### config.mk
export PLATFORM = sky130hd
export DESIGN_NAME = ssp_div_cell
export DESIGN_NICKNAME = d
export VERILOG_FILES = /design/src/hw/rtl/ssp_pkg.sv /design/src/hw/rtl/ssp_div_cell.sv
export SDC_FILE = /design/constraint.sdc
export NUM_CORES = 1
export LEC_CHECK = 0
export BUFFER_PORTS_ARGS = -buffer_cell sky130_fd_sc_hd__buf_2
export CORE_AREA = 8 8 116 118
export CTS_CLUSTER_SIZE = 8
export DETAILED_ROUTE_END_ITERATION = 12
export DIE_AREA = 0 0 124 126
export GPL_ROUTABILITY_DRIVEN = 0
export HOLD_SLACK_MARGIN = 0.08
export PLACE_DENSITY = 0.95
export SLEW_MARGIN = 20
export SYNTH_ARGS = -nofsm -noshare
export SYNTH_HDL_FRONTEND = slang
export SYNTH_SLANG_ARGS = --single-unit
### constraint.sdc
create_clock -name clk -period 7.8 [get_ports clk]
set_clock_uncertainty 0.1 [all_clocks]
set_input_delay 0.39 -clock clk [delete_from_list [all_inputs] [get_ports clk]]
set_output_delay 0.39 -clock clk [all_outputs]
set_load 0.02 [all_outputs]
### src/hw/rtl/ssp_pkg.sv
// Shared types and constants for the sinusoidal sky projection block.
// Depends on nothing; used by every module under hw/rtl.
`timescale 1ns / 1ps
package ssp_pkg;

  // Result codes
  localparam logic [1:0] ST_OK      = 2'd0;
  localparam logic [1:0] ST_OUTSIDE = 2'd1;
  localparam logic [1:0] ST_RANGE   = 2'd2;

  // Configuration register indexes
  localparam logic [2:0] REG_THETA_LOW  = 3'd0;
  localparam logic [2:0] REG_THETA_HIGH = 3'd1;
  localparam logic [2:0] REG_PHI_LOW    = 3'd2;
  localparam logic [2:0] REG_PHI_HIGH   = 3'd3;
  localparam logic [2:0] REG_WIDTH      = 3'd4;
  localparam logic [2:0] REG_HEIGHT     = 3'd5;

  localparam logic [63:0] PI_X60 = 64'h3243F6A8885A308D;
  localparam int ATAN_COUNT = 30;
  localparam logic [31:0] CORDIC_START = 32'd652032874;
  localparam logic [31:0] ONE_Q30 = 32'd1073741824;

  // Divider quotient widths
  localparam int QW = 32;

  // atan(2^-i) in Q30
  function automatic logic [29:0] atan_q30(input int i);
    logic [29:0] r;
    r = 30'd0;
    case (i)
      0: r = 30'd843314857;
      1: r = 30'd497837829;
      2: r = 30'd263043837;
      3: r = 30'd133525159;
      4: r = 30'd67021687;
      5: r = 30'd33543516;
      6: r = 30'd16775851;
      7: r = 30'd8388437;
      8: r = 30'd4194283;
      9: r = 30'd2097149;
      default: r = (i < 30) ? (30'd1 << (30 - i)) : 30'd0;
    endcase
    return r;
  endfunction

  // Payload traveling down the CORDIC row (one set per direction)
  typedef struct packed {
    logic signed [33:0] x;
    logic signed [33:0] y;
    logic signed [33:0] z;
  } cordic_t;

  // Payload traveling down the divider row
  typedef struct packed {
    logic [63:0] rem;
    logic [31:0] den;
    logic [QW-1:0] quo;
  } div_t;

endpackage

### src/hw/rtl/ssp_div_cell.sv
// One restoring-division step: one quotient bit per cell.
// Depends on ssp_pkg.
`timescale 1ns / 1ps
module ssp_div_cell
  import ssp_pkg::*;
#(
  parameter int BIT = 0
) (
  input  logic clk,
  input  div_t d_in,
  output div_t d_out
);
  div_t n_nxt;
  div_t n_r;
  logic [95:0] sub;

  // Compare remainder against den shifted to this bit
  always_comb begin
    sub = {32'd0, d_in.rem} - ({64'd0, d_in.den} << BIT);
    n_nxt = d_in;
    if (!sub[95]) begin
      n_nxt.rem = sub[63:0];
      n_nxt.quo[BIT] = 1'b1;
    end
  end

  always_ff @(posedge clk) begin
    n_r <= n_nxt;
  end
  assign d_out = n_r;
endmodule

=== Yosys cells after proc, flatten, opt, wreduce, memory -nomap -nowiden ===
Index checks and enable logic that the tools add are counted.
Widths: inputs -> output; s select.

* Mux-type cells: 1
* Add/sub/neg operators: 1

{| class="wikitable"
|+ Operators by type and width
! kind !! number
|-
| $sub 64x32->65 || 1
|-
| $mux 64 || 1
|}

* Register bits after elaboration: 128

=== Longest topological paths before layout ===
* Word-level depth: 2
* Mapped depth: 13

=== Worst setup path before layout ===
OpenSTA, ideal clock, no wires.

* Path type: input to register
* Start: input d_in[113] (netlist bit)
* End: register n_r (netlist bit d_out[121])
* Path slack: 4.771 ns
* Data arrival time: 2.802 ns
* Data required time: 7.573 ns
* Stages on the path: 9
* Buffers on the path: 1
* Library setup time: 0.127 ns
* Cell sequence: or3_1 or3_1 buf_2 or3_1 or4_4 nand2b_4 o211a_4 nor4b_4 xor2_1

{| class="wikitable"
|+ RTL lines
! element !! line !! RTL
|-
| start, declared || ssp_div_cell.sv:10 || <nowiki>input div_t d_in,</nowiki>
|-
| end signal, assigned || ssp_div_cell.sv:28 || <nowiki>n_r <= n_nxt;</nowiki>
|-
| end, declared || ssp_div_cell.sv:14 || <nowiki>div_t n_r;</nowiki>
|}

==> summary.txt <==
Critical path
  – Crit path cell chain: dlygate4sd3_1 > buf_2 > or3_1 > or3_1 > or3_1 > or4_4 > nand2b_4 > nor2_2 > nor4b_1 > xor2_1
  – Buf/Inv on CP: 2
  – Critical path origin: d_in[113]
  – Crit path max-delay cell type: nor2_2
  – WS Path Type: in -> reg
  – Critical Path Stages: 10
  – Cell family with most CP delay: simple AND/OR/NAND/NOR gates
  – Worst Setup Start Kind: input port
  – CP Capture Type: register
  – Worst Path Arrival: 4.55 ns
  – Worst path max stage delay: 0.81 ns
  – CP Max Fanout: 21
  – Worst Setup EP: d_out[110]
  – CP dominant cell by count: or3_1
  – WP data required: 8.02 ns

Global route
  – Total GRT Usage: 29.8%
  – Largest net degree at the start of global routing: 59
  – Vias in the first global route: 6809
  – Initial antenna violation count: 2
  – Global-route wire length before repair: 36.0 mm
  – GRT overflow: 0

Logic synthesis
  – Main flop type after synthesis: dfxtp_1
  – Synth area leader: dfxtp_1
  – #FFs+latches synth: 128
  – Area share of the largest cell type after synthesis: 44.3%
  – Synth Net Count: 808
  – Syn Inst Count: 646
  – Synth cell types: 56
  – Yosys Warn Count: 0
  – EDFF count, synth: 0
  – Synthesized area: 0.00578 mm²
  – Ys async rst share: 0%
  – Mean area per synthesized cell: 8.95 µm²
  – Dominant cells by area after synthesis: dfxtp_1 44%, ha_1 6.9%, a21oi_1 5.4%, xnor2_1 4.5%, xor2_1 4.4%
  – Post-synthesis sequential area ratio: 44.3%

Placement
  – Post-Place Cells: 1026
  – Post-DP HPWL: 14.9 mm
  – Port Buffer Count: 256

Run status
  – Outcome: complete, no violations

Timing
  – Max Clk Rate: 0.231 GHz
  – TNS Setup: 0 ns
  – Setup-failing EPs final: 0
  – RSZ-0062 raised after global routing: no
  – Slew HR: 29.3%
  – Hold WS: 0.0949 ns
  – Slew Viols, Final: 0
  – Tcrit/Tclk final: 55.6%
  – Final critical-path required period: 4.33 ns
  – Final Hold Fails: 0
  – Worst-margin pin slew: 1.06 ns

Floorplanning
  – # IOs: 257
  – Die ar.: 0.0156 mm²
  – Die X: 124 µm
  – Initial Utilization: 49.4%
  – Die Height: 126 µm
  – Core Rows: 40
  – Area of the core: 0.0117 mm²

Route
  – Via count: 6649
  – Drt total wl: 24.1 mm
  – Vias/cell: 5.85
  – 1st-iter DRT viols: 865
  – # DRC: 0
  – DR WL/cell: 21.2 µm
  – Drt first pass iters: 7
  – Post-DRT Antenna Nets: 0

Worst hold path
  – Min-delay worst type: in -> reg

Finish
  – FILL cells: 771
  – Commonest non-fill, non-tap cell in the layout: buf_2
  – Fin cells: 1136
  – Largest register FFs: 128
  – Nets: 1137
  – Final core utilization: 72.8%
  – Share of cells above drive strength 1: 30.4%
  – Most frequent cells in the layout: 256 x buf_2, 128 x dfxtp_1, 77 x dlygate4sd3_1, 62 x a21oi_1, 57 x nor2_1
  – Layout area overhead: 47.4%
  – Seq. cell area: 0.00256 mm²
  – Area of the multi-input gates: 0.00296 mm²

CTS
  – Postcts setup bufs: 0
  – Post_cts resized: 0
  – Clk buf depth: 2
  – # hold bufs at CTS: 77
  – Num CTS Buffers: 17
  – Reg clk slew, reported paths: 0.06 ns
  – CTS tree: built
  – H-tree Lvls: 4
  – CTS root buf: clkbuf_16
  – Clk sinks: 128

Power and ir drop
  – Sw Ratio: 31.0%
  – Sequential power share: 36.4%
  – Maximum VDD drop: 0.224 mV
  – Leak: 4.09 nW
  – Pint: 1.41 mW
  – Sw Pwr: 0.633 mW
  – Gate power share: 22.7%
  – Power, Total: 2.04 mW
  – PwrDens: 239 mW/mm²
  – Clock share of power: 41.0%

Job
  – Max-cap check violation count: 0
## cell families after synthesis
group           after synthesis  synth area share (%)
mux                           1                 0.195
xor+xnor                     59                  8.93
compound gates              151                  16.1
flops                       128                  44.3
simple gates                210                  18.5
buf+inv                      64                  4.69
fa+ha+maj                    33                  7.27
## cell type report
class	instances	area share, %
multi-input combinational	454	34.7
sequential	128	30.1
timing repair buffer	334	24.2
clock buffer	18	5.04
tap	147	2.16
clock inverter	14	2.08
inverter	40	1.76
antenna	1	0.0294
## synthesized netlist by cell type (3+ instances only)
library cell and n:
a211oi_1 6, a21boi_0 3, a21o_1 16, a21oi_1 62
a31oi_1 7, and3_1 5, buf_2 4, buf_6 3
clkbuf_1 16, dfxtp_1 128, ha_1 32, inv_1 40
nand2_1 46, nand2b_1 9, nand3_1 16, nand4_1 11
nor2_1 57, nor2b_1 4, nor3_1 15, nor4_1 10
nor4b_1 4, o211ai_1 5, o21a_1 5, o21ai_0 27
o31ai_1 3, or2_2 3, or3_1 17, or4_1 3
xnor2_1 30, xor2_1 29
## how the worst min path moves through the flow
stage,start,cells past startpoint,to
after floorplan,d_in[10],0,d_out[10]
after global placement,d_in[23],1,d_out[23]
after detailed placement,d_in[29],1,d_out[29]
after CTS,d_in[125],2,d_out[125]
after global routing,d_in[95],3,d_out[95]
final,d_in[101],2,d_out[101]
## power by group through the flow
stage | Combinational (mW) | Sequential (mW) | Clock, mW
after floorplan | 0.166 | 0.834 | 0
after global placement | 0.399 | 0.746 | 0
after detailed placement | 0.407 | 0.748 | 0
after CTS | 0.444 | 0.736 | 0.823
after global routing | 0.492 | 0.745 | 0.867
final | 0.462 | 0.741 | 0.835
## layer usage
| metal | up-vias | part of all wire (%) | GRT usage [%] |
|---|---|---|---|
| li1 | 2926 | - | - |
| met1 | 3015 | 33 | 30.4 |
| met2 | 545 | 49 | 50.7 |
| met3 | 161 | 12 | 9.52 |
| met4 | 2 | 6.5 | 19.7 |
| met5 | - | 0.041 | 0 |
## stage by stage
stage	cell area, µm²	setup slack (ns)
CTS	8520	3.72
global placement	7140	3.97
global route	8520	3.30
finish	8520	3.47
floorplan	5780	4.77
detailed placement	7140	3.87
(Power assumes the default switching activity.)
