**src/hw/rtl/ssp_pkg.sv**
```systemverilog
// Shared types and constants for the sinusoidal sky projection block.
// Depends on nothing; used by every module under hw/rtl.
`timescale 1ns / 1ps
package ssp_pkg;

  // Result codes
  localparam logic [1:0] ST_OK      = 2'd0;
  localparam logic [1:0] ST_OUTSIDE = 2'd1;
  localparam logic [1:0] ST_RANGE   = 2'd2;

  // Configuration register indexes
  localparam logic [2:0] REG_THETA_LOW  = 3'd0;
  localparam logic [2:0] REG_THETA_HIGH = 3'd1;
  localparam logic [2:0] REG_PHI_LOW    = 3'd2;
  localparam logic [2:0] REG_PHI_HIGH   = 3'd3;
  localparam logic [2:0] REG_WIDTH      = 3'd4;
  localparam logic [2:0] REG_HEIGHT     = 3'd5;

  localparam logic [63:0] PI_X60 = 64'h3243F6A8885A308D;
  localparam int ATAN_COUNT = 30;
  localparam logic [31:0] CORDIC_START = 32'd652032874;
  localparam logic [31:0] ONE_Q30 = 32'd1073741824;

  // Divider quotient widths
  localparam int QW = 32;

  // atan(2^-i) in Q30
  function automatic logic [29:0] atan_q30(input int i);
    logic [29:0] r;
    r = 30'd0;
    case (i)
      0: r = 30'd843314857;
      1: r = 30'd497837829;
      2: r = 30'd263043837;
      3: r = 30'd133525159;
      4: r = 30'd67021687;
      5: r = 30'd33543516;
      6: r = 30'd16775851;
      7: r = 30'd8388437;
      8: r = 30'd4194283;
      9: r = 30'd2097149;
      default: r = (i < 30) ? (30'd1 << (30 - i)) : 30'd0;
    endcase
    return r;
  endfunction

  // Payload traveling down the CORDIC row (one set per direction)
  typedef struct packed {
    logic signed [33:0] x;
    logic signed [33:0] y;
    logic signed [33:0] z;
  } cordic_t;

  // Payload traveling down the divider row
  typedef struct packed {
    logic [63:0] rem;
    logic [31:0] den;
    logic [QW-1:0] quo;
  } div_t;

endpackage

```
**src/hw/rtl/ssp_cordic_cell.sv**
```systemverilog
// One rotation step of the cosine CORDIC row.
// Depends on ssp_pkg.
`timescale 1ns / 1ps
module ssp_cordic_cell
  import ssp_pkg::*;
#(
  parameter int STEP = 0
) (
  input  logic    clk,
  input  cordic_t a_in,
  output cordic_t a_out
);
  localparam int SH = (STEP < 33) ? STEP : 33;
  cordic_t n_nxt;
  cordic_t n_r;

  // Rotate toward zero residual angle
  always_comb begin
    if (STEP >= ATAN_COUNT) begin
      n_nxt = a_in;
    end else if (!a_in.z[33]) begin
      n_nxt.x = a_in.x - (a_in.y >>> SH);
      n_nxt.y = a_in.y + (a_in.x >>> SH);
      n_nxt.z = a_in.z - $signed({4'd0, atan_q30(STEP)});
    end else begin
      n_nxt.x = a_in.x + (a_in.y >>> SH);
      n_nxt.y = a_in.y - (a_in.x >>> SH);
      n_nxt.z = a_in.z + $signed({4'd0, atan_q30(STEP)});
    end
  end

  always_ff @(posedge clk) begin
    n_r <= n_nxt;
  end
  assign a_out = n_r;
endmodule

```
**config.mk**
```make
export PLATFORM = sky130hd
export DESIGN_NAME = ssp_cordic_cell
export DESIGN_NICKNAME = d
export VERILOG_FILES = /design/src/hw/rtl/ssp_pkg.sv /design/src/hw/rtl/ssp_cordic_cell.sv
export SDC_FILE = /design/constraint.sdc
export NUM_CORES = 1
export LEC_CHECK = 0
export BUFFER_PORTS_ARGS = -buffer_cell sky130_fd_sc_hd__buf_4
export CORE_MARGIN = 5
export CORE_UTILIZATION = 54
export CTS_BUF_LIST = sky130_fd_sc_hd__clkbuf_8 sky130_fd_sc_hd__clkbuf_16
export DETAILED_ROUTE_END_ITERATION = 6
export GPL_ROUTABILITY_DRIVEN = 0
export HOLD_SLACK_MARGIN = 0.08
export PLACE_DENSITY = 0.79
export SYNTH_ARGS = -nofsm -noshare
export SYNTH_HDL_FRONTEND = slang
export SYNTH_SLANG_ARGS = --single-unit
```
**constraint.sdc**
```tcl
create_clock -name clk -period 8.2 [get_ports clk]
set_input_delay 0.82 -clock clk [delete_from_list [all_inputs] [get_ports clk]]
set_output_delay 0.82 -clock clk [all_outputs]
set_load 0.1 [all_outputs]
```
### Word-level counts from Yosys, hierarchy flattened

Index checks and enable logic that the tools add are counted.
W data, S select, Z words.

* input bits: 103
* output and inout bits: 102
* register bits after elaboration: 102
* logic and storage cells: 9

* $add $sub $neg: 5
* multiplexer cells: 1

Operator list (count)
* $mux W102: 1
* $sub A34 B34 Y34: 2
* $add A34 B31 Y34 const B: 1
* $add A34 B34 Y34: 1
* $sub A34 B31 Y34 const B: 1

### Logic depth before layout (Yosys ltp)

Gate-level depths: netlist of run 1.

* depth after elaboration: 2
* gate-level depth with buffers: 15
* gate-level depth less buffers: 12

### Least setup slack after synthesis of run 1

OpenSTA, ideal clock, no wires.

* kind: input -> register
* start point: in a_in[33] (netlist bit)
* end point: reg n_r (netlist bit a_out[20])
* arrival time: 3.914 ns
* library setup time: 0.120 ns
* path slack: 4.166 ns
* stages: 14
* data required time: 8.080 ns
* path buffers: 3
* cells stage by stage: clkbuf_1 > inv_1 > buf_1 > buf_1 > ha_1 > o211ai_1 > a21oi_1 > or3b_2 > a21o_1 > a21oi_1 > nor2_1 > o21ai_0 > o21ai_0 > xnor2_1

RTL lines
* from (decl): line ssp_cordic_cell.sv:10 `input cordic_t a_in,`
* to (signal assigned): line ssp_cordic_cell.sv:33 `n_r <= n_nxt;`
* to (decl): line ssp_cordic_cell.sv:15 `cordic_t n_r;`

==> results.txt, run 1 <==
- Run status: completed
- Highest Clock Rate: 239 MHz
- Mean area per synthesized cell: about 7.8 µm²
- After clock tree synthesis, the clock-pin slew on the worst setup and hold paths is ~0.070 ns.
- The initialized floorplan defines 48 standard-cell rows.
- Setup fix buffers added after clock tree synthesis: 0
- For this block, the initial DRC count from the detailed router was 796.
- Cell area after placement: 0.0111 mm²
- Detail Placement HPWL: approximately 22000 µm
* Starting density of the core: 0.549
* Complex-gate fraction of the synthesized area: 0.295
* DIE HEIGHT: ~140 µm
* Number of buffers inserted during clock tree synthesis: 9
- Setup slack closes at about 4.0 ns.
- Launch point of the worst path: a_in[33]
- For this run the aggregate overflow at the end of global routing stands at 0.
* Power per unit of standard cell area: about 240 mW/mm²
- The worst hold path was traced through 2 stages.
* Adder-cell area share of the yosys netlist: 0.182
- Final Net Count: ~1600
- Of the synthesized area, sequential elements account for 0.214.
- The number of nets handed over by synthesis was 1445.
- Kind of critical path: primary input to register
* Layout-stage area growth over the synthesis result: 20.0%
- Worst VDD drop: ~0.19 mV
- Of the total power, registers draw 0.232.
- Of all flip-flops after synthesis, the portion carrying an async set or reset was 0.
* Post-detailed-route wirelength per cell: 17.6 µm
- The count of final max-slew check failures is 0.
- On the worst path, the slowest cell contributes a delay of 0.74 ns.
* Arr. time, crit path: 4.43 ns
- First-pass GRT wire length: approximately 45000 µm
- The finished cells cover approximately 0.011 mm².
- Net load switching power: approximately 1500 µW
* Number of global-route vias before repair: 9060
- Worst path buffer plus inverter count: 3
- The H-tree was split into 3 levels.
- Entering global routing, the biggest net connects 86 pins.
* EDFF count, synth: 0
* Post-CTS resize count: 0
* DIE WIDTH: 142 µm
* Stages on the worst setup path: 13
- The analysis attributes to cell leakage a power of 0.00541 µW.
* Critical Path End Type: register
- For this run, the total global-route usage over all layers was measured as 0.271.
- The worst setup path is launched from a primary input.
* Internal power consumption: ~1300 µW
- Data required time at the worst endpoint: 8.45 ns
- The root buffer cell chosen for the clock tree is sky130_fd_sc_hd__clkbuf_16.
* Via total after detailed routing: around 9500
- Setup repair after global routing left no endpoint under its margin.
* Top_reg_cell synth: sky130_fd_sc_hd__dfxtp_1
* Comb power frac: 0.608
- Max-cap violations in this run came to 0.
- Dividing the final minimum period by the clock period gives 0.510.
- Final wirelength: around 28000 µm
- Share of cells above drive strength 1: 0.184
- Routed via count divided by cell count: about 6
* Worst hold slack after final layout: approximately 0.66 ns
- Largest family of logic cells by synthesized area: compound AO/OA/AOI/OAI gates
- HP Class: primary input to register
- Clock Path Buffers: 2
- Counting distinct cell types in the post-synthesis netlist gives 80.
- CTS tree: done
- Die footprint: around 0.020 mm²
* Capturing instance or port of the critical path: a_out[20]$_DFF_P_
- Yosys top cell area share: 0.214
- Setup WS pre-CTS: between 3 and 4 ns
- For this design the top-level I/O count stands at about 210.
- IO buf count: a little over 200
* Count of clock tree sinks: 101
- Of the total power, the share spent switching nets is 0.545.
* Slowest cell on the critical path: sky130_fd_sc_hd__buf_4
* Number of fill cells in the layout: roughly 1400
* Post-synth top area cell: sky130_fd_sc_hd__dfxtp_1
- Of the post-synthesis cell area, the part taken by muxes is 0.0128.
- Of the total synthesized cell area, the portion taken by XOR and XNOR cells is 0.0870.
- The cell family contributing the most delay on the critical path is buffers and inverters.
* Basic-gate share of the synthesized area counting and, or, nand and nor cells: 0.142
- ANT cells: 0
- Counting every instance in the synthesized netlist gives 1207.
* Clock share of power: 0.159
- Cts hold-fix bufs: 0
- Of all nets on the critical path, the largest fanout is between 80 and 90.
- Once detail routing completed, the nets flagged for antenna violations numbered 0.
* 1st-pass router iterations: 5
* Flop and latch count out of synthesis: 101
- Synth top area cells: sky130_fd_sc_hd__dfxtp_1 (21%), sky130_fd_sc_hd__ha_1 (17%), sky130_fd_sc_hd__a21oi_1 (8.7%)
* Transition at the pin with the smallest max-transition slack: around 1.0 ns
- Number of flip-flops under the largest register name: 101
- Number of warnings issued by yosys: 0
- Critical-path cell list: buf_4, inv_2, buf_4, ha_1, o211ai_1, a21oi_1, or3b_2, a21o_1, a21oi_1, nor2_1, o21ai_0, o21ai_0, xnor2_1
- Setup Viol. Count Final: 0
- The final-report hold violation count is 0.
- For the finished layout, the period the worst path requires is about 4.2 ns.
- Initial antenna violation count: 0
* Setup TNS: 0 ns
* Remaining DRCs: 0
* Post-synth design cell area: roughly 0.0095 mm²
* Core Region: approximately 0.017 mm²
* Headroom to the max-slew limit: 0.313
## placed cells by master, fill, tap and decap left out, types with 9 or more instances in the layout
master                      instances
sky130_fd_sc_hd__nand4_1           11
sky130_fd_sc_hd__a211oi_1          19
sky130_fd_sc_hd__inv_1            105
sky130_fd_sc_hd__a21o_1            37
sky130_fd_sc_hd__o31ai_1           11
sky130_fd_sc_hd__ha_1             131
sky130_fd_sc_hd__nand2b_1          12
sky130_fd_sc_hd__a21oi_1          164
sky130_fd_sc_hd__a31oi_1           10
sky130_fd_sc_hd__nor2_1            89
sky130_fd_sc_hd__o21a_1            14
sky130_fd_sc_hd__nand2_1           52
sky130_fd_sc_hd__xor2_1            19
sky130_fd_sc_hd__nor2b_1           16
sky130_fd_sc_hd__o21ai_0           71
sky130_fd_sc_hd__dfxtp_1          101
sky130_fd_sc_hd__o211ai_1          11
sky130_fd_sc_hd__o21bai_1          41
sky130_fd_sc_hd__buf_4            205
sky130_fd_sc_hd__xnor2_1           75
sky130_fd_sc_hd__nand3_1           22
sky130_fd_sc_hd__nor3_1            17
sky130_fd_sc_hd__clkbuf_16          9
sky130_fd_sc_hd__mux2i_1           11
## routing by layer
metal,global-route usage,part of all wire,vias to the layer above
li1,-,-,4601
met1,0.359,0.42,4340
met2,0.460,0.47,535
met3,0.0383,0.096,58
met4,0.0815,0.023,0
met5,0,0,-
## worst min-delay path by stage
stage	start	to	slack, ns
floorplan	a_in[0]	a_out[0]$_DFF_P_	0.92
global placement	a_in[0]	a_out[0]$_DFF_P_	1.03
detailed placement	a_in[0]	a_out[0]$_DFF_P_	1.04
CTS	a_in[0]	a_out[0]$_DFF_P_	0.65
global route	a_in[0]	a_out[0]$_DFF_P_	0.66
finish	a_in[0]	a_out[0]$_DFF_P_	0.66
## cell families after synthesis
kind of cell | Yosys count
compound gates | 435
xor+xnor | 94
fa+ha+maj | 135
buf+inv | 160
flops | 101
mux | 12
simple gates | 270
## power groups by stage
| stage | combinational (µW) | sequential [µW] | clock (µW) |
|---|---|---|---|
| final | 1680 | 643 | 441 |
| after global routing | 1760 | 655 | 475 |
| after CTS | 1670 | 644 | 451 |
| after detailed placement | 1670 | 655 | 0 |
| after global placement | 1660 | 653 | 0 |
| after floorplan | 464 | 1490 | 0 |
## per-stage QoR
stage | instances | utilization | total power, µW
6_report | 1603 | 0.659 | 2770
5_1_grt | 1603 | 0.659 | 2890
4_1_cts | 1603 | 0.659 | 2770
3_5_place_dp | 1587 | 0.641 | 2320
3_3_place_gp | 1587 | 0.641 | 2310
2_1_floorplan | 1207 | - | 1960
## synth_stat cells (4+ instances only)
cell,count
sky130_fd_sc_hd__a21oi_1,164
sky130_fd_sc_hd__ha_1,131
sky130_fd_sc_hd__inv_1,104
sky130_fd_sc_hd__dfxtp_1,101
sky130_fd_sc_hd__nor2_1,89
sky130_fd_sc_hd__xnor2_1,75
sky130_fd_sc_hd__o21ai_0,71
sky130_fd_sc_hd__nand2_1,52
sky130_fd_sc_hd__o21bai_1,41
sky130_fd_sc_hd__a21o_1,37
sky130_fd_sc_hd__clkbuf_1,25
sky130_fd_sc_hd__nand3_1,22
sky130_fd_sc_hd__a211oi_1,19
sky130_fd_sc_hd__xor2_1,19
sky130_fd_sc_hd__nor3_1,17
sky130_fd_sc_hd__nor2b_1,16
sky130_fd_sc_hd__o21a_1,14
sky130_fd_sc_hd__buf_2,12
sky130_fd_sc_hd__nand2b_1,12
sky130_fd_sc_hd__mux2i_1,11
sky130_fd_sc_hd__nand4_1,11
sky130_fd_sc_hd__o211ai_1,11
sky130_fd_sc_hd__o31ai_1,11
sky130_fd_sc_hd__a31oi_1,10
sky130_fd_sc_hd__buf_1,9
sky130_fd_sc_hd__and3_1,8
sky130_fd_sc_hd__or2_2,8
sky130_fd_sc_hd__nand3b_1,7
sky130_fd_sc_hd__o22ai_1,7
sky130_fd_sc_hd__or3_1,7
sky130_fd_sc_hd__and2_1,4
sky130_fd_sc_hd__fa_1,4
sky130_fd_sc_hd__nor4_1,4
sky130_fd_sc_hd__o211a_1,4
sky130_fd_sc_hd__o21ai_1,4
sky130_fd_sc_hd__or4_1,4
## final cells by class
type,count,area [µm²],area share
sequential,101,2020,0.178
clock buffer,10,239,0.0210
multi-input combinational,946,6800,0.599
timing repair buffer,205,1540,0.136
tap,225,282,0.0248
clock inverter,6,62.6,0.00551
inverter,110,415,0.0366
Power figures use the tool's default switching activity.
==> run 2, diff against run 1 <==
Settings changed: ABC_AREA set to 1, PLACE_DENSITY 0.79 to 0.78.
Clock period 8.2 ns to 4.3 ns, I/O delays scaled along.
==> results.txt, run 2 <==
* Run status: completed
* Adder-cell area share of the yosys netlist: 0.152
* Kind of critical path: primary input to register
- Setup violations remaining at the end of the flow were counted as 0.
* Via total after detailed routing: about 13000
* Final hold viol count: 0
- STA puts the critical path data required time at 4.57 ns.
- Share of power burned in registers: 0.233
- Of all cell types, the one taking the most synthesized area is sky130_fd_sc_hd__nand2_1.
- Post-synth design cell area: 0.0113 mm²
* Final worst path period share: 0.604
* Startpoint kind of the worst setup timing path: primary input
- Maximum capacitance violations: 0
- Number of warnings issued by yosys: 0
- The floorplan step defined a die boundary enclosing around 0.024 mm².
- ANT cells: 0
- Non-filler cells in the finished layout: roughly 2400
- Net load switching power: about 2800 µW
* Clock share of power: 0.158
- In the final routed layout, each cell accounts on average for between 15 and 20 µm.
- Initial antenna violation count: 0
* Final wirelength: roughly 37000 µm
- The netlist uses 42 different library cells.
- Static timing analysis puts the maximum clock frequency at a little under 400 MHz.
- Ranked by instance count, the synthesized netlist is headed by sky130_fd_sc_hd__nand2_1 (556), sky130_fd_sc_hd__inv_1 (278), sky130_fd_sc_hd__nand3_1 (177).
- Most frequent cells in the layout: sky130_fd_sc_hd__nand2_1 (556), sky130_fd_sc_hd__inv_1 (278), sky130_fd_sc_hd__buf_4 (207), sky130_fd_sc_hd__nand3_1 (177), sky130_fd_sc_hd__nor2_1 (159)
- Total routing resource utilization after global routing: 0.297
* Number of buffers inserted during clock tree synthesis: 9
- The worst setup path is captured at a register.
* Synthesized netlist cell count: about 1900
- Data arrives at the worst endpoint at between 2 and 3 ns.
- Complex-gate fraction of the synthesized area: 0.157
- Counting every net in the synthesized netlist gives 2142.
* Yosys top cell area share: 0.185
* Clock slew seen by the registers of the worst setup and hold paths: about 0.080 ns
- Clock Root Buffer: sky130_fd_sc_hd__clkbuf_16
* End-of-flow core utilization: 0.634
- Once the clock tree was built, the setup fixing pass inserted 0 buffers.
- IO buf count: 204
* Clock Path Buffers: 2
- The smallest clock period supported by the final layout is computed as 2.60 ns.
* Transition at the pin with the smallest max-transition slack: ~0.79 ns
- Top_reg_cell synth: sky130_fd_sc_hd__dfxtp_1
* DIE WIDTH: 155 µm
- Number of flip-flops under the largest register name: a little over 100
- By area the synthesized netlist is led by sky130_fd_sc_hd__nand2_1 (18%), sky130_fd_sc_hd__dfxtp_1 (18%), sky130_fd_sc_hd__ha_1 (15%).
- Leakage power: between 0.007 and 0.008 µW
- Detail Placement HPWL: 30700 µm
- TritonCTS built the clock tree.
- In the final design database the tool counted about 2300 nets.
- Share of synthesized area spent on multiplexers: 0.000886
* Most common cell after layout, fill and taps aside: sky130_fd_sc_hd__nand2_1
- Register area share after synthesis: 0.179
- Entering global routing, the biggest net connects 54 pins.
- In this run the remaining antenna-violating nets after routing total 0.
* Flop and latch count out of synthesis: 101
* Share of cells above drive strength 1: 0.124
* Cts hold-fix bufs: 0
* Comb power frac: 0.609
- The initial utilization of the core area, before any placement, comes to 0.543.
* Number of pins exceeding their max-slew limit in the final report: 0
- Largest family of logic cells by synthesized area: simple AND/OR/NAND/NOR gates
- Ports placed on the boundary: a little over 200
* EDFF count, synth: 0
- The internal power of the cells totals approximately 2200 µW.
* Number of placed instances, taps included: around 2300
- Post-CTS resize count: 0
* Number of H-tree levels: 3
- IR analysis of the VDD net gives a maximum drop of about 0.26 mV.
* HP Class: primary input to register
* First-pass GRT wire length: about 60000 µm
- Counting flops with an async set or reset pin after synthesis yields a share of 0.
- Basic-gate share of the synthesized area counting and, or, nand and nor cells: 0.356
- Most numerous cell in the Yosys netlist: sky130_fd_sc_hd__nand2_1
* Layout-stage area growth over the synthesis result: 16.9%
* Power per unit of standard cell area: 383 mW/mm²
* Max Fanout on Critical Path: 53
* Routed via count divided by cell count: ~5.5
- The worst pin sits at a relative slew slack of 0.470.
- Initial DRC count: 1232
- Switching Share: 0.560
- The first detailed-routing pass ran for 6 iterations.
* DIE HEIGHT: 155 µm
- The number of global-route vias before repair was 12100.
* Core Region: 0.0208 mm²
- A synthesized cell averages just under 6 µm².
- Setup TNS: 0 ns
* Count of clock tree sinks: roughly 100
- Remaining DRCs: 0
- XOR/XNOR Fraction of Synth Area: 0.0380
- Global routing finished with a remaining overflow of 0.
- Number of rows created at floorplan: 53
- RSZ-0062 raised after global routing: false
run 2: cell types whose count changed in the layout (fill, tap and decap cells not counted), moves of 16 or more:
cell                       before  now
sky130_fd_sc_hd__a211oi_1      19    0
sky130_fd_sc_hd__o21ai_0       71   97
sky130_fd_sc_hd__nand2_1       52  556
sky130_fd_sc_hd__nor2_1        89  159
sky130_fd_sc_hd__nor2b_1       16    0
sky130_fd_sc_hd__nand3_1       22  177
sky130_fd_sc_hd__inv_1        105  278
sky130_fd_sc_hd__xor2_1        19   42
sky130_fd_sc_hd__a21o_1        37   10
sky130_fd_sc_hd__xnor2_1       75    7
sky130_fd_sc_hd__o21bai_1      41   23
run 2: area by class of cell:
class                      count  area (µm²)
sequential                   101        2020
multi-input combinational   1473        7950
fill                        2034        7610
inverter                     285        1070
clock inverter                 7        48.8
timing repair buffer         207        1550
tap                          275         344
clock buffer                   9         225
run 2: metrics by stage:
stage / area [µm²] / hold slack (ns) / power (µW) / setup slack (ns)
after CTS: 13200 / 0.265 / 5040 / 1.80
after global placement: 12900 / 0.651 / 4220 / 1.47
final: 13200 / 0.274 / 5060 / 1.70
after global routing: 13200 / 0.274 / 5310 / 1.48
after detailed placement: 12900 / 0.651 / 4240 / 1.40
after floorplan: 11300 / 0.530 / 3540 / 1.32
run 2: per-layer routing:
layer / GRT usage / wire, µm / vias up
li1: - / - / 6456
met1: 0.385 / 15000 / 5793
met2: 0.488 / 16500 / 691
met3: 0.0529 / 3890 / 96
met4: 0.125 / 1460 / 0
met5: 0 / 0 / -
run 2: final timing paths:
path	endpoint	depth (start not counted)	slack, ns	start
setup / recovery	a_out[32]$_DFF_P_	10	1.70	a_in[33]
hold / removal	a_out[0]$_DFF_P_	2	0.27	a_in[0]
run 2: critical path, cell delays in order:
cell and delay (ns):
sky130_fd_sc_hd__buf_4 0.26, sky130_fd_sc_hd__buf_4 0.59, sky130_fd_sc_hd__ha_1 0.40, sky130_fd_sc_hd__a21o_1 0.21, sky130_fd_sc_hd__a21boi_0 0.40, sky130_fd_sc_hd__o21ai_0 0.20
sky130_fd_sc_hd__a21oi_1 0.20, sky130_fd_sc_hd__nand2_1 0.07, sky130_fd_sc_hd__nand2_1 0.05, sky130_fd_sc_hd__nand2_1 0.04
run 2: cells by family (layout without fill, tap and decap cells):
| kind of cell | after synthesis | in the layout |
|---|---|---|
| AO/OA/AOI/OAI | 324 | 324 |
| XOR/XNOR | 49 | 49 |
| adder cells (fa/ha/maj) | 135 | 135 |
| buffers and inverters | 330 | 508 |
| flip-flops | 101 | 101 |
| multiplexers | 1 | 1 |
| AND/OR/NAND/NOR | 964 | 964 |
run 2: power by group through the flow:
stage	combinational (µW)	clock [µW]	sequential (µW)
after floorplan	1020	0	2520
after global placement	3020	0	1200
after detailed placement	3040	0	1200
after CTS	3050	812	1180
after global routing	3270	848	1200
final	3090	799	1180
==> run 3, diff against run 2 <==
Settings changed: CORE_UTILIZATION 54 to 53, PLACE_DENSITY 0.78 to 0.79.
Clock period 4.3 ns to 2.3 ns, I/O delays scaled along.
==> results.txt, run 3 (same netlist as run 2, synthesis figures left out) <==
* Startpoint kind of the worst setup timing path: primary input
* Detail Placement HPWL: approximately 32000 µm
- ANT cells: 0
- The count of final max-slew check failures came to 0.
* CTS tree: done
- The path with the worst hold slack has its endpoint at a_out[68]$_DFF_P_.
- CTS saw 101 sinks.
* Share of power burned in registers: 0.230
* Ports placed on the boundary: roughly 210
* Worst Hold Depth: 3
- The total area inside the core boundary comes to 0.0210 mm².
- 1st-pass router iterations: 6
- Most common cell after layout, fill and taps aside: sky130_fd_sc_hd__nand2_1
- The number of buffers and inverters on the critical path is 3.
- After detailed routing, the number of vias per cell comes to around 5.5.
- DRT antenna net count: 0
* Final Net Count: 2364
* Worst VDD drop: a little under 0.5 mV
- Dominant delay contributor by cell family on the critical path: buffers and inverters
- In this design, the stage delay of the slowest critical-path cell is roughly 0.53 ns.
- For the worst setup path, the data arrival time is approximately 2.4 ns.
- Final total power: 9530 µW
- The tool flagged a number of max-cap violations equal to 0.
* Net load switching power: 5290 µW
- Clock Path Buffers: 2
- Transition at the pin with the smallest max-transition slack: around 0.62 ns
* Die footprint: roughly 0.024 mm²
- Leftover overflow at the end of global routing: 0
- Setup repair after global routing left no endpoint under its margin.
* Total routing resource utilization after global routing: 0.299
- Via total after detailed routing: 13200
- The internal power of the cells totals about 4200 µW.
* DIE HEIGHT: between 150 and 200 µm
* Kind of critical path: primary input to register
- The initial antenna violation count is 0.
- IO buf count: a little over 200
* Share of cells above drive strength 1: 0.144
- Of the available clock period, the critical path in the final layout requires 0.936.
- Registers take ~0.0020 mm².
- Setup violations remaining at the end of the flow were counted as 0.
* Clock share of power: 0.150
- Clock Root Buffer: sky130_fd_sc_hd__clkbuf_16
- Leakage power: approximately 0.0074 µW
- For this design the ratio of total power to cell area is between 700 and 800 mW/mm².
- The H-tree was split into 3 levels.
* Number of placed instances, taps included: approximately 2400
- Number of rows created at floorplan: 53
- Most frequent cells in the layout: sky130_fd_sc_hd__nand2_1 (556), sky130_fd_sc_hd__inv_1 (280), sky130_fd_sc_hd__buf_4 (255), sky130_fd_sc_hd__nand3_1 (177), sky130_fd_sc_hd__nor2_1 (159)
- The register with the most flip-flops in the layout has about 100 of them.
- Compared with the post-synthesis result, the final layout area differs by 20.1%.
* Slowest cell on the critical path: sky130_fd_sc_hd__dlygate4sd3_1
- For the finished layout, the period the worst path requires is approximately 2.2 ns.
- Critical Path End Type: register
* Max Fanout on Critical Path: 3
- The share of total power dissipated in combinational logic is 0.620.
- The initial utilization of the core area, before any placement, comes to 0.537.
- The multi-input combinational cells in the finished layout cover a total of slightly below 0.008 mm².
- Clock slew seen by the registers of the worst setup and hold paths: about 0.07 ns
- Entering global routing, the biggest net connects between 50 and 60 pins.
- Summed over all layers, the routed wires come to 37600 µm.
* Data required time at the worst endpoint: 2.59 ns
- The number of global-route vias before repair came to between 10000 and 15000.
* Launch point of the worst path: a_in[0]
* HP Class: primary input to register
* Critical-path cell list: dlygate4sd3_1, buf_4, inv_1, fa_1, o21ai_2, nand2_1, nand2_1, nand3_1, nand2_1, nand3_1, nand2_1, xor2_1
- Initial DRC count: 1439
- Remaining DRCs: 0
* First-pass GRT wire length: 59300 µm
* Headroom to the max-slew limit: 0.583
* Setup TNS: 0 ns
- Final hold viol count: 0
- Among the stages of the critical path, the cell type that occurs most often is sky130_fd_sc_hd__nand2_1.
- Switching Share: 0.555
- Run status: completed
* Number of fill cells in the layout: between 2000 and 2500
- In this run the most critical hold path is launched from a_in[68].
* Number of buffers inserted during clock tree synthesis: 9
- DIE WIDTH: 156 µm
* Highest Clock Rate: ~460 MHz
- Leaving out filler cells and counting taps, the final layout contains between 2000 and 2500.
* Post-detailed-route wirelength per cell: between 15 and 20 µm
run 3: cell count changes in the layout (fill, tap and decap cells not counted), sizes merged:
cell         before  now
buf             207  255
clkinvlp          3    0
clkinv            1    2
dlygate4sd3       0    1
inv             288  289
run 3: timing repair:
action,4_1_cts,5_1_grt
endpoints found under the hold margin,1,0
hold buffers,1,0
setup buffers,0,0
setup endpoints to repair,0,6
resized for setup,0,3
run 3: layout make-up:
type                       instances  share of cell area
multi-input combinational       1473               0.586
sequential                       101               0.149
timing repair buffer             256               0.142
inverter                         285              0.0788
tap                              275              0.0254
clock buffer                       9              0.0166
clock inverter                     6             0.00249
run 3: layer usage:
metal  GRT usage  routed length [µm]
met5           0                   0
met4       0.120                1440
met3      0.0485                3740
met2       0.501               17100
met1       0.382               15300
run 3: stage by stage:
stage                     hold slack, ns  utilization  setup WS [ns]  cell area (µm²)
after floorplan                    0.330            -        0.00870            11300
after global placement             0.453        0.633         0.0358            13300
after detailed placement           0.451        0.633        -0.0401            13300
after CTS                          0.162        0.645         0.0210            13600
after global routing               0.178        0.646         0.0259            13600
final                              0.181        0.646          0.148            13600
run 3: worst max path at each step:
stage                        end  cells past startpoint  slack [ns]
4_1_cts        a_out[32]$_DFF_P_                     10        0.02
3_3_place_gp   a_out[58]$_DFF_P_                     14        0.04
6_report       a_out[30]$_DFF_P_                     12        0.15
5_1_grt        a_out[30]$_DFF_P_                     12        0.03
2_1_floorplan  a_out[32]$_DFF_P_                     12       0.009
3_5_place_dp   a_out[92]$_DFF_P_                     14       -0.04
run 3: power groups by stage:
stage | Sequential [µW] | Combinational (µW) | Clock [µW]
after CTS | 2200 | 5840 | 1450
after global routing | 2230 | 6250 | 1530
after global placement | 2230 | 5760 | 0
final | 2190 | 5910 | 1430
after detailed placement | 2240 | 5820 | 0
after floorplan | 4710 | 1910 | 0
